$ cat config.mk
export PLATFORM = sky130hd
export DESIGN_NAME = pgm_ascii_stream_parser_core
export DESIGN_NICKNAME = d
export VERILOG_FILES = /design/src/rtl/core/pgmp_pkg.sv /design/src/rtl/core/pgm_ascii_stream_parser_core.sv /design/src/rtl/core/pgmp_engine.sv /design/src/rtl/core/pgmp_pair_fifo.sv
export SDC_FILE = /design/constraint.sdc
export NUM_CORES = 1
export LEC_CHECK = 0
export BUFFER_PORTS_ARGS = -buffer_cell sky130_fd_sc_hd__clkbuf_2
export CAP_MARGIN = 15
export CORE_UTILIZATION = 60
export DETAILED_ROUTE_END_ITERATION = 7
export GPL_ROUTABILITY_DRIVEN = 1
export PLACE_DENSITY = 0.85
export RECOVER_POWER = 50
export SLEW_MARGIN = 10
export SYNTH_ARGS = -nofsm -noshare
export SYNTH_HDL_FRONTEND = slang
export SYNTH_SLANG_ARGS = --single-unit
$ cat constraint.sdc
create_clock -name clk_i -period 19.15 [get_ports clk_i]
set_clock_uncertainty 0.2 [all_clocks]
set_input_delay 0.9575 -clock clk_i [delete_from_list [all_inputs] [get_ports clk_i]]
set_output_delay 0.9575 -clock clk_i [all_outputs]
set_load 0.005 [all_outputs]
$ cat src/rtl/core/pgmp_pkg.sv
// Shared types, codes and character helpers for the greymap text parser.
package pgmp_pkg;

  // Result kinds
  localparam logic [1:0] KIND_PIXEL  = 2'd0;
  localparam logic [1:0] KIND_HEADER = 2'd1;
  localparam logic [1:0] KIND_STATUS = 2'd2;

  // Final status codes
  localparam logic [1:0] ST_OK     = 2'd0;
  localparam logic [1:0] ST_FORMAT = 2'd1;
  localparam logic [1:0] ST_SIZE   = 2'd2;

  // Characters of interest
  localparam logic [7:0] CH_P     = 8'h50;
  localparam logic [7:0] CH_2     = 8'h32;
  localparam logic [7:0] CH_PLUS  = 8'h2B;
  localparam logic [7:0] CH_MINUS = 8'h2D;
  localparam logic [7:0] CH_ZERO  = 8'h30;
  localparam logic [7:0] CH_NINE  = 8'h39;
  localparam logic [7:0] CH_SPACE = 8'h20;
  localparam logic [7:0] CH_TAB   = 8'h09;
  localparam logic [7:0] CH_CR    = 8'h0D;

  typedef struct packed {
    logic [7:0] byte_in;
    logic       end_of_file;
  } pgmp_in_t;

  typedef struct packed {
    logic [1:0]  kind;
    logic [15:0] value;
    logic [11:0] column;
    logic [11:0] row;
    logic [12:0] image_width;
    logic [12:0] image_height;
    logic [1:0]  status;
    logic        last_result;
  } pgmp_out_t;

  // Up to two results caused by one byte
  typedef struct packed {
    pgmp_out_t  first;
    pgmp_out_t  second;
    logic [1:0] count;
  } pgmp_pair_t;

  function automatic logic is_space(logic [7:0] c);
    // space, tab, LF, VT, FF, CR
    return (c == CH_SPACE) || ((c >= CH_TAB) && (c <= CH_CR));
  endfunction

  function automatic logic is_digit(logic [7:0] c);
    return (c >= CH_ZERO) && (c <= CH_NINE);
  endfunction

  function automatic pgmp_out_t make_res(logic [1:0] kind, logic [15:0] value,
                                         logic [11:0] column, logic [11:0] row,
                                         logic [12:0] img_w, logic [12:0] img_h,
                                         logic [1:0] status);
    pgmp_out_t r;
    r.kind         = kind;
    r.value        = value;
    r.column       = column;
    r.row          = row;
    r.image_width  = img_w;
    r.image_height = img_h;
    r.status       = status;
    r.last_result  = 1'b0;
    return r;
  endfunction

endpackage

$ cat src/rtl/core/pgm_ascii_stream_parser_core.sv
// Top level of the greymap text parser: input register, parser step, result queue.
//
// Channel  Direction  Handshake                  Payload
// in       sink       in_valid_i / in_stall_o    pgmp_in_t: one byte, end-of-file flag
// out      source     out_valid_o / out_stall_i  pgmp_out_t: one result
//
// One byte is taken per cycle while in_stall_o is low; the parser step for a byte is
// combinational logic between the input register and the two-entry result queue.
// A result passes the input register and then the result queue before it shows on
// out; a byte that gives two results occupies the output for two transfers.
// in_stall_o rises only when the input register holds a byte and the result queue
// is full; it comes from registers alone.
// Reset returns the parser to the start of a file; no clearing pass is needed.
module pgm_ascii_stream_parser_core #(
  parameter int MAX_WIDTH  = 4096,
  parameter int MAX_HEIGHT = 4096,
  parameter int VALUE_BITS = 16
) (
  input  logic                clk_i,
  input  logic                rst_ni,
  input  logic                in_valid_i,
  output logic                in_stall_o,
  input  pgmp_pkg::pgmp_in_t  in_data_i,
  output logic                out_valid_o,
  input  logic                out_stall_i,
  output pgmp_pkg::pgmp_out_t out_data_o
);
  import pgmp_pkg::*;

  logic       in_valid_q;
  pgmp_in_t   in_q;
  logic       accept, advance, fifo_full;
  pgmp_pair_t pair;

  assign advance    = in_valid_q && !fifo_full;
  assign in_stall_o = in_valid_q && fifo_full;
  assign accept     = in_valid_i && !in_stall_o;

  // Hold the incoming byte
  always_ff @(posedge clk_i) begin
    if (accept) in_q <= in_data_i;
  end

  always_ff @(posedge clk_i or negedge rst_ni) begin
    if (!rst_ni) begin
      in_valid_q <= 1'b0;
    end else if (accept) begin
      in_valid_q <= 1'b1;
    end else if (advance) begin
      in_valid_q <= 1'b0;
    end
  end

  pgmp_engine #(
    .MAX_WIDTH  (MAX_WIDTH),
    .MAX_HEIGHT (MAX_HEIGHT),
    .VALUE_BITS (VALUE_BITS)
  ) u_engine (
    .clk_i  (clk_i),
    .rst_ni (rst_ni),
    .step_i (advance),
    .in_i   (in_q),
    .pair_o (pair)
  );

  pgmp_pair_fifo u_fifo (
    .clk_i       (clk_i),
    .rst_ni      (rst_ni),
    .push_i      (advance && (pair.count != 2'd0)),
    .pair_i      (pair),
    .full_o      (fifo_full),
    .out_valid_o (out_valid_o),
    .out_stall_i (out_stall_i),
    .out_data_o  (out_data_o)
  );

endmodule

$ cat src/rtl/core/pgmp_engine.sv
// Parser state and the single-pass per-byte step logic.
module pgmp_engine #(
  parameter int MAX_WIDTH  = 4096,
  parameter int MAX_HEIGHT = 4096,
  parameter int VALUE_BITS = 16
) (
  input  logic                clk_i,
  input  logic                rst_ni,
  input  logic                step_i,
  input  pgmp_pkg::pgmp_in_t  in_i,
  output pgmp_pkg::pgmp_pair_t pair_o
);
  import pgmp_pkg::*;

  localparam int WW  = $clog2(MAX_WIDTH + 1);
  localparam int HW  = $clog2(MAX_HEIGHT + 1);
  localparam int AW0 = (WW > HW) ? WW : HW;
  // accumulator saturates above every limit
  localparam int AW  = (AW0 > VALUE_BITS) ? AW0 : VALUE_BITS;

  localparam logic [AW-1:0] LIM_W = AW'(MAX_WIDTH);
  localparam logic [AW-1:0] LIM_H = AW'(MAX_HEIGHT);
  localparam logic [AW-1:0] VMAX  = AW'({VALUE_BITS{1'b1}});

  localparam logic [2:0] PH_MAGIC_P = 3'd0;
  localparam logic [2:0] PH_MAGIC_2 = 3'd1;
  localparam logic [2:0] PH_WIDTH   = 3'd2;
  localparam logic [2:0] PH_HEIGHT  = 3'd3;
  localparam logic [2:0] PH_MAXVAL  = 3'd4;
  localparam logic [2:0] PH_PIXELS  = 3'd5;
  localparam logic [2:0] PH_TRAIL   = 3'd6;
  localparam logic [2:0] PH_FLUSH   = 3'd7;

  typedef struct packed {
    logic [2:0]            phase;
    logic                  in_number;
    logic                  negative_sign;
    logic                  seen_digit;
    logic [AW-1:0]         acc;
    logic                  too_big;
    logic [WW-1:0]         width;
    logic [HW-1:0]         height;
    logic [VALUE_BITS-1:0] maxval;
    logic [WW-1:0]         col;
    logic [HW-1:0]         row;
  } eng_state_t;

  typedef struct packed {
    eng_state_t st;
    pgmp_pair_t res;
    logic       ok;
  } work_t;

  eng_state_t state_q, state_d;
  work_t      w_c;

  function automatic eng_state_t idle_state();
    eng_state_t s;
    s       = '0;
    s.phase = PH_MAGIC_P;
    return s;
  endfunction

  // Append a result; a third one is dropped
  function automatic work_t emit(work_t w, pgmp_out_t r);
    work_t o;
    o = w;
    if (w.res.count == 2'd0) begin
      o.res.first = r;
    end else if (w.res.count == 2'd1) begin
      o.res.second = r;
    end
    if (w.res.count != 2'd2) begin
      o.res.count = w.res.count + 2'd1;
    end
    return o;
  endfunction

  function automatic work_t fail(work_t w, logic [1:0] code);
    work_t o;
    o = emit(w, make_res(KIND_STATUS, '0, '0, '0, '0, '0, code));
    o.st.phase     = PH_FLUSH;
    o.st.in_number = 1'b0;
    o.ok           = 1'b0;
    return o;
  endfunction

  // Complete the number in progress and check it against the current field
  function automatic work_t finish(work_t w);
    work_t         o;
    logic          neg;
    logic [AW-1:0] mag;
    logic [31:0]   mag32, w32, h32, c32, r32;
    logic [WW-1:0] col_nx;
    logic [HW-1:0] row_nx;
    o              = w;
    o.ok           = 1'b1;
    o.st.in_number = 1'b0;
    mag    = w.st.acc;
    neg    = w.st.negative_sign && (mag != '0);
    mag32  = 32'(mag);
    w32    = 32'(w.st.width);
    h32    = 32'(w.st.height);
    c32    = 32'(w.st.col);
    r32    = 32'(w.st.row);
    col_nx = w.st.col + WW'(1);
    row_nx = w.st.row + HW'(1);
    if (!w.st.seen_digit) begin
      o = fail(o, ST_FORMAT);
    end else begin
      unique case (w.st.phase)
        PH_WIDTH: begin
          if (w.st.negative_sign || (mag == '0)) begin
            o = fail(o, ST_FORMAT);
          end else if (w.st.too_big || (mag > LIM_W)) begin
            o = fail(o, ST_SIZE);
          end else begin
            o.st.width = mag[WW-1:0];
            o.st.phase = PH_HEIGHT;
          end
        end
        PH_HEIGHT: begin
          if (w.st.negative_sign || (mag == '0)) begin
            o = fail(o, ST_FORMAT);
          end else if (w.st.too_big || (mag > LIM_H)) begin
            o = fail(o, ST_SIZE);
          end else begin
            o.st.height = mag[HW-1:0];
            o.st.phase  = PH_MAXVAL;
          end
        end
        PH_MAXVAL: begin
          if (neg) begin
            o = fail(o, ST_FORMAT);
          end else if (w.st.too_big || (mag > VMAX)) begin
            o = fail(o, ST_SIZE);
          end else begin
            o.st.maxval = mag[VALUE_BITS-1:0];
            o = emit(o, make_res(KIND_HEADER, mag32[15:0], '0, '0,
                                 w32[12:0], h32[12:0], ST_OK));
            o.st.col   = '0;
            o.st.row   = '0;
            o.st.phase = PH_PIXELS;
          end
        end
        default: begin
          if (neg || w.st.too_big || (mag > AW'(w.st.maxval))) begin
            o = fail(o, ST_FORMAT);
          end else begin
            o = emit(o, make_res(KIND_PIXEL, mag32[15:0], c32[11:0], r32[11:0],
                                 '0, '0, ST_OK));
            if (col_nx >= w.st.width) begin
              o.st.col = '0;
              o.st.row = row_nx;
              if (row_nx >= w.st.height) begin
                o.st.phase = PH_TRAIL;
              end
            end else begin
              o.st.col = col_nx;
            end
          end
        end
      endcase
    end
    return o;
  endfunction

  // Examine one character; a character that ends a number is examined again
  function automatic work_t take_char(work_t w, logic [7:0] c);
    work_t           o;
    logic            dig, spc, sgn;
    logic [AW+3:0]   prod;
    o    = w;
    dig  = is_digit(c);
    spc  = is_space(c);
    sgn  = (c == CH_PLUS) || (c == CH_MINUS);
    prod = (AW+4)'({w.st.acc, 3'b000}) + (AW+4)'({w.st.acc, 1'b0}) + (AW+4)'(c[3:0]);
    unique case (w.st.phase)
      PH_MAGIC_P: begin
        if (c == CH_P) o.st.phase = PH_MAGIC_2;
        else o = fail(o, ST_FORMAT);
      end
      PH_MAGIC_2: begin
        if (c == CH_2) o.st.phase = PH_WIDTH;
        else o = fail(o, ST_FORMAT);
      end
      PH_TRAIL: begin
        if (!spc) o = fail(o, ST_FORMAT);
      end
      PH_FLUSH: begin
        o.ok = 1'b1;
      end
      default: begin
        if (w.st.in_number && dig) begin
          // accumulate one decimal digit, saturating
          if (prod[AW+3:AW] != '0) begin
            o.st.acc     = '1;
            o.st.too_big = 1'b1;
          end else begin
            o.st.acc = prod[AW-1:0];
          end
          o.st.seen_digit = 1'b1;
        end else begin
          if (w.st.in_number) o = finish(o);
          else o.ok = 1'b1;
          if (o.ok) begin
            if (o.st.phase == PH_TRAIL) begin
              if (!spc) o = fail(o, ST_FORMAT);
            end else if (spc) begin
              o.ok = 1'b1;
            end else if (sgn || dig) begin
              o.st.in_number     = 1'b1;
              o.st.negative_sign = (c == CH_MINUS);
              o.st.seen_digit    = dig;
              o.st.acc           = dig ? AW'(c[3:0]) : '0;
              o.st.too_big       = 1'b0;
            end else begin
              o = fail(o, ST_FORMAT);
            end
          end
        end
      end
    endcase
    return o;
  endfunction

  // Step the parser by one byte, then close the file on its final byte
  always_comb begin
    w_c       = '0;
    w_c.st    = state_q;
    w_c.ok    = 1'b1;
    w_c       = take_char(w_c, in_i.byte_in);
    if (in_i.end_of_file) begin
      if (w_c.st.phase != PH_FLUSH) begin
        w_c.ok = 1'b1;
        if (w_c.st.in_number) w_c = finish(w_c);
        if (w_c.ok) begin
          if (w_c.st.phase == PH_TRAIL) begin
            w_c = emit(w_c, make_res(KIND_STATUS, '0, '0, '0, '0, '0, ST_OK));
          end else begin
            w_c = fail(w_c, ST_FORMAT);
          end
        end
      end
      w_c.st = idle_state();
    end
  end

  // Mark the last result of this byte
  always_comb begin
    pair_o = w_c.res;
    if (w_c.res.count == 2'd1) begin
      pair_o.first.last_result = 1'b1;
    end else if (w_c.res.count == 2'd2) begin
      pair_o.second.last_result = 1'b1;
    end
  end

  assign state_d = step_i ? w_c.st : state_q;

  always_ff @(posedge clk_i or negedge rst_ni) begin
    if (!rst_ni) begin
      state_q <= idle_state();
    end else begin
      state_q <= state_d;
    end
  end

endmodule

$ cat src/rtl/core/pgmp_pair_fifo.sv
// Two-entry queue of result pairs, unloaded one result per transfer.
module pgmp_pair_fifo (
  input  logic                 clk_i,
  input  logic                 rst_ni,
  input  logic                 push_i,
  input  pgmp_pkg::pgmp_pair_t pair_i,
  output logic                 full_o,
  output logic                 out_valid_o,
  input  logic                 out_stall_i,
  output pgmp_pkg::pgmp_out_t  out_data_o
);
  import pgmp_pkg::*;

  localparam int DEPTH = 2;
  localparam int PW    = $clog2(DEPTH);
  localparam int CW    = $clog2(DEPTH + 1);

  pgmp_pair_t    entries_q [DEPTH];
  logic [PW-1:0] wr_ptr_q, rd_ptr_q;
  logic [CW-1:0] count_q, count_d;
  logic          sub_q;
  pgmp_pair_t    head;
  logic          xfer, pop;

  assign head        = entries_q[rd_ptr_q];
  assign out_valid_o = (count_q != '0);
  assign out_data_o  = sub_q ? head.second : head.first;
  assign full_o      = (count_q == CW'(DEPTH));

  // Release the entry once its last result is taken
  assign xfer = out_valid_o && !out_stall_i;
  assign pop  = xfer && (sub_q || (head.count != 2'd2));

  always_comb begin
    count_d = count_q;
    if (push_i && !pop) count_d = count_q + CW'(1);
    else if (!push_i && pop) count_d = count_q - CW'(1);
  end

  // Store pairs
  always_ff @(posedge clk_i) begin
    if (push_i) begin
      entries_q[wr_ptr_q] <= pair_i;
    end
  end

  // Advance pointers and the position within the head pair
  always_ff @(posedge clk_i or negedge rst_ni) begin
    if (!rst_ni) begin
      wr_ptr_q <= '0;
      rd_ptr_q <= '0;
      count_q  <= '0;
      sub_q    <= 1'b0;
    end else begin
      count_q <= count_d;
      if (push_i) wr_ptr_q <= wr_ptr_q + PW'(1);
      if (pop) rd_ptr_q <= rd_ptr_q + PW'(1);
      if (xfer) sub_q <= !pop;
    end
  end

endmodule

==> results of run 1 <==
[Yosys cell counts (all sizes together), types with 36 or more instances]
cell | n | share of area, %
a22o | 54 | 2.1
inv | 96 | 1.6
mux4 | 71 | 7.1
nor2 | 166 | 2.8
a21o | 36 | 1.2
nand3 | 49 | 1.2
dfrtp | 97 | 11
and3 | 50 | 1.4
a21oi | 111 | 2.5
buf | 38 | 0.89
clkbuf | 78 | 1.3
edfxtp | 297 | 39
ha | 129 | 7.1
nand2 | 120 | 2.0
o22ai | 51 | 1.4
o21ai | 108 | 2.4
[worst paths after layout]
kind,to,slack (ns),cells past startpoint
max,u_fifo.entries_q[1][41],6.92,34
min,u_fifo.count_q[1],0.33,1
max reg2reg,u_fifo.entries_q[1][41],6.92,34
min reg2reg,u_fifo.count_q[1],0.33,1
max in group asynchronous,u_engine.state_q[62],13.58,2
min in group asynchronous,u_engine.state_q[86],0.92,1
[final cells by class]
type | count | area, um^2 | share of cell area (%)
flip-flops and latches | 394 | 11300 | 46.3
multi-input cells | 1362 | 10400 | 42.3
clock buffers | 51 | 1060 | 4.34
well taps | 504 | 631 | 2.57
repair buffers | 104 | 497 | 2.03
inverters | 96 | 360 | 1.47
clock inverters | 23 | 243 | 0.991
diodes | 1 | 2.50 | 0.0102
[critical path, delay by kind of cell, from the launching register on]
family	cells	cell delay, ns
compound gates	19	6.07
xor+xnor	1	0.22
fa+ha+maj	3	0.86
buf+inv	2	0.96
flops	1	0.46
simple gates	9	2.96
[sequential cells by signal (all words and copies together) (netlist names)]
name and flops:
u_fifo.entries_q 288, in_q 9, u_engine.state_q 91, u_fifo.wr_ptr_q 1
in_valid_q 1, u_fifo.rd_ptr_q 1, u_fifo.sub_q 1, u_fifo.count_q 2
[cells by family after synthesis]
family                     after synthesis  synth area share [%]
and+or+nand+nor                        546                  12.0
buffers and inverters                  212                  3.78
AOI/OAI and AO/OA                      542                  16.9
adders and majority gates              131                  7.31
xor gates and xnor gates                61                  2.36
DFF                                    394                  50.1
muxes                                   82                  7.58
[per-layer routing]
metal	up-vias	wire [um]	GRT usage [%]
li1	7643	-	-
met1	8508	23400	41.6
met2	1093	28200	50.6
met3	258	5810	6.29
met4	0	3580	16.8
met5	-	0	0
[through the flow]
step / hold WS [ns] / cells / utilization, % / cell area [um^2]
after floorplan: 0.285 / 1968 / - / 22600
after global placement: 0.305 / 2459 / 63.4 / 23400
after detailed placement: 0.310 / 2459 / 63.4 / 23400
after CTS: 0.174 / 2533 / 66.9 / 24700
after global routing: 0.342 / 2534 / 66.4 / 24500
final: 0.330 / 2535 / 66.5 / 24500
[power by group through the flow]
stage	registers, mW	clock network, mW	logic, mW
final	1.44	0.779	1.21
after global routing	1.46	0.819	1.30
after detailed placement	1.45	0	1.23
after floorplan	1.42	0	0.861
after global placement	1.42	0	1.21
after CTS	1.44	0.788	1.24
==> flow_metrics.tcl, run 1 <==
set metrics [dict create \
    run_status "finished, violations left" \
    violations "max-capacitance violations, max-slew violations" \
    dieArea_um2 38500 \
    cp.arrival_ns 12.21 \
    p_sw_mw 1.25 \
    hold_path.class "reg2reg" \
    max-cap-violations 5 \
    fin_crit_ns 12.23 \
    critical_path_class "reg2reg" \
    grt_max_degree 74 \
    synth.avg_cell_area_um2 11.5 \
    area_growth_pct 8.22 \
    pwr-share-seq_pct 42.0 \
    cts.clk_slew.worst_paths_ns 0.06 \
    drc 0 \
    clockBufferDepth 3 \
    first_global_vias 17100 \
    num_vias 17500 \
    finalSetupViolCount 0 \
    rsz0062_at_grt "no" \
    core_um2 36900 \
    ir_worst_vdd_mv 0.109 \
    p_total_mw 3.43 \
    startpoint "u_engine.state_q[13]" \
    start_util_pct 61.4 \
    dp.final_hpwl_um 41500 \
    num_io_pins 86 \
    dieWidth_um 196 \
    min-delay-start "u_fifo.count_q[1]" \
    setup_ws_ns 6.92 \
    synth_edf_count 297 \
    slew_headroom_pct -150 \
    syn_inst 1968 \
    slew_viol_final 213 \
    p_leak_nw 9.33 \
    pre_cts_ws_ns 8.26 \
    swShare_pct 36.5 \
    startpoint_type "flop" \
    seq_area_frac_synth_pct 50.1 \
    overflow 0 \
    vias_per_cell 6.90 \
    ys_warn_count 0 \
    synthArstFlopShare_pct 24.6 \
    clkPwrFrac_pct 22.7 \
    final_common_cell "edfxtp_1" \
    synth_area_um2 22600 \
    cts_tree "yes" \
    critPathMaxFanout 73 \
    cts_setup_buffers 0 \
    first_iter_violations 2178 \
    synth_cell_types 99 \
    power_density_nw_per_um2 140 \
    routabilityCongestion 0.961 \
    htreeDepth 2 \
    final_cell_mix "297 x edfxtp_1, 166 x nor2_1, 129 x ha_1" \
    max_stage_delay_ns 0.93 \
    nFillCells 2687 \
    die_h_um 196 \
    rows 70 \
    wl_per_cell_um 24.0 \
    drive_above_1_share_pct 10.5 \
    firstDrtPassIters 6 \
    postRouteAntennaNets 0 \
    worst_pin_slew_ns 3.75 \
    intPower_mw 2.18 \
    cpMostUsedCell "a21o_1" \
    cts.sinks 394 \
    cts_made_buffers 41 \
    cts_resized 0 \
    fin_nets 2143 \
    cts-root-buf "clkbuf_16" \
    grt_pass1_wl_um 94500 \
    holdBufCountCts 0 \
    cp-end-kind "flop" \
    clk_latency_ns 0.59 \
    port_buffers 85 \
    fin_tns_setup_ns 0 \
    synth_seq_cells 394 \
    max_freq_mhz 81.7 \
    reg2reg_from "u_engine.state_q[13]" \
    track_usage_pct 31.9 \
    finalHoldViolCount 0 \
    syn-num-nets 2112 \
    wl_um 60900 \
    critPathRequiredTime_ns 19.13 \
    antenna_found_initial 0 \
    cp_slowest_cell "a311oi_1" \
    fin_crit_sh_pct 63.9 \
    combPwrFrac_pct 35.3 \
    synthFlopType "edfxtp_1" \
]
Power figures use the tool's default switching activity.
==> run 2: changes to the inputs <==
--- a/config.mk
+++ b/config.mk
@@ -5,12 +5,13 @@
 export SDC_FILE = /design/constraint.sdc
 export NUM_CORES = 1
 export LEC_CHECK = 0
+export ABC_AREA = 1
 export BUFFER_PORTS_ARGS = -buffer_cell sky130_fd_sc_hd__clkbuf_2
 export CAP_MARGIN = 15
-export CORE_UTILIZATION = 60
+export CORE_UTILIZATION = 57
 export DETAILED_ROUTE_END_ITERATION = 7
 export GPL_ROUTABILITY_DRIVEN = 1
-export PLACE_DENSITY = 0.85
+export PLACE_DENSITY = 0.84
 export RECOVER_POWER = 50
 export SLEW_MARGIN = 10
 export SYNTH_ARGS = -nofsm -noshare
==> constraint.sdc (replaced) <==
create_clock -name clk_i -period 11.03 [get_ports clk_i]
set_clock_uncertainty 0.2 [all_clocks]
set_input_delay 0.5515 -clock clk_i [delete_from_list [all_inputs] [get_ports clk_i]]
set_output_delay 0.5515 -clock clk_i [all_outputs]
set_load 0.005 [all_outputs]
==> run 2 against run 1 <==
The flow still finishes with violations (max-capacitance violations, max-slew violations); largest cell class is now multi-input gates; design area up 11%; fmax up 29%; critical path type unchanged; register-to-register slack worse by 5.4 ns; synthesized cell count up 53%; utilization down 3.9 points; sequential share of layout area down 4.6 points; worst hold slack worse by 0.30 ns.
==> flow_metrics.tcl, run 2 <==
set metrics [dict create \
    holdBufCountCts 10 \
    finalHoldViolCount 0 \
    cts.sinks 394 \
    fin_nets 3139 \
    start_util_pct 58.3 \
    synth.area.top_cells "edfxtp_1 35%, dfrtp_1 9.6%, ha_1 6.4%" \
    antenna_found_initial 1 \
    clockBufferDepth 3 \
    port_buffers 85 \
    fin_crit_sh_pct 85.8 \
    synth_seq_cells 394 \
    cts_setup_buffers 0 \
    finalSetupViolCount 0 \
    num_vias 23300 \
    cts_tree "yes" \
    netlist.top_cell.by_area "edfxtp_1" \
    stdcell_area_um2 27200 \
    rsz0062_at_grt "no" \
    largestRegisters "u_fifo.entries_q x288, u_engine.state_q x91, in_q x9" \
    max-cap-violations 6 \
    synth_edf_count 297 \
    clk_latency_ns 0.61 \
    num_io_pins 86 \
    postRouteAntennaNets 0 \
    synthArstFlopShare_pct 24.6 \
    fin_crit_ns 9.47 \
    core_um2 43500 \
    final_cell_mix "410 x nand2_1, 355 x nor2_1, 326 x o21ai_0" \
    cts.clk_slew.worst_paths_ns 0.07 \
    final_common_cell "nand2_1" \
    grt_max_degree 107 \
    hold_path.class "in2reg" \
    place_area_um2 25900 \
    synth_cell_types 68 \
    cts_resized 0 \
    seq_area_frac_synth_pct 44.8 \
    cts-root-buf "clkbuf_16" \
    slew_viol_final 353 \
    synth_area_um2 25300 \
    syn-num-nets 3148 \
    ys_warn_count 0 \
    max_freq_mhz 106 \
    vias_per_cell 6.46 \
    fin_tns_setup_ns 0 \
    r2r_slack_ns 1.56 \
    whs_ns 0.0267 \
    grt_pass1_wl_um 120000 \
    yosysMostFrequentCell "nand2_1" \
    max_stage_delay_ns 0.93 \
    die_h_um 213 \
    worst_pin_slew_ns 3.64 \
    track_usage_pct 34.1 \
    drc 0 \
    critPathMaxFanout 73 \
    synthTopCellsByCount "398 x nand2_1, 357 x nor2_1, 321 x o21ai_0, 297 x edfxtp_1, 293 x inv_1" \
    routabilityCongestion 1.02 \
    slew_headroom_pct -143 \
    nFillCells 3685 \
    drive_above_1_share_pct 6.93 \
    syn_inst 3004 \
    diodes 0 \
    rows 76 \
    run_status "finished, violations left" \
    violations "max-capacitance violations, max-slew violations" \
    area_growth_pct 7.26 \
    wl_um 77400 \
    wl_per_cell_um 21.4 \
    startpoint_type "flop" \
    cp.arrival_ns 9.48 \
    fin_util_pct 62.6 \
    synthFlopType "edfxtp_1" \
    htreeDepth 2 \
    cp-end-kind "flop" \
    first_global_vias 22000 \
    first_iter_violations 3099 \
    critical_path_class "reg2reg" \
    overflow 0 \
    critPathRequiredTime_ns 11.04 \
    synth.avg_cell_area_um2 8.44 \
    cts_made_buffers 42 \
    firstDrtPassIters 6 \
    largest_reg_flops 288 \
    dp.final_hpwl_um 52900 \
    synth.top_cell.area_share_pct 35.2 \
    dieWidth_um 213 \
    dieArea_um2 45300 \
    largest_register "u_fifo.entries_q" \
    cp_slowest_cell "nand2_1" \
]
==> run 2: worst paths after layout <==
check                                      from                 endpoint  depth (start not counted)
max                        u_engine.state_q[84]  u_fifo.entries_q[0][93]                         31
min in group asynchronous                rst_ni     u_engine.state_q[39]                          2
min reg2reg                   u_fifo.count_q[0]        u_fifo.count_q[0]                          1
max reg2reg                u_engine.state_q[84]  u_fifo.entries_q[0][93]                         31
min                                 out_stall_i             u_fifo.sub_q                          4
max in group asynchronous                rst_ni             u_fifo.sub_q                          3
==> run 2: logic make-up after synthesis <==
family / after synthesis / synth area share (%)
simple gates: 1062 / 18.7
mux: 1 / 0.0395
buf+inv: 502 / 8.06
compound gates: 876 / 20.6
xor+xnor: 38 / 1.31
flops: 394 / 44.8
fa+ha+maj: 131 / 6.53
==> run 2: routing by layer <==
| metal | wire length [um] | share of wire, % | GRT usage [%] | up-vias |
|---|---|---|---|---|
| met4 | 3190 | 4.1 | 14.2 | 0 |
| met3 | 9320 | 12 | 8.38 | 231 |
| met2 | 34300 | 44 | 52.0 | 1438 |
| li1 | - | - | - | 10600 |
| met5 | 0 | 0 | 0 | - |
| met1 | 30600 | 40 | 46.4 | 11000 |
==> run 2: critical path, delay by kind of cell, from the launching register on <==
family | cells | cell delay, ns
compound gates | 4 | 1.05
fa+ha+maj | 2 | 0.76
buf+inv | 3 | 1.15
flops | 1 | 0.59
simple gates | 22 | 5.19
==> run 2: cell type report <==
type / instances / area, um^2 / area share, %
Clock buffer: 56 / 1180 / 4.33
Clock inverter: 22 / 231 / 0.851
Sequential cell: 394 / 11300 / 41.7
Tap cell: 585 / 732 / 2.69
Timing Repair Buffer: 119 / 642 / 2.36
Inverter: 330 / 1250 / 4.59
Multi-Input combinational cell: 2108 / 11800 / 43.4
==> run 2: through the flow <==
step	worst slack, ns	instances
after floorplan	1.72	3004
after global placement	3.13	3525
final	1.56	3614
after global routing	1.05	3614
after CTS	2.76	3613
after detailed placement	2.82	3525
Power of run 2 is left out: the tool's default activity adds up to more than one toggle a clock period on the data nets, which glitch-free logic cannot reach.
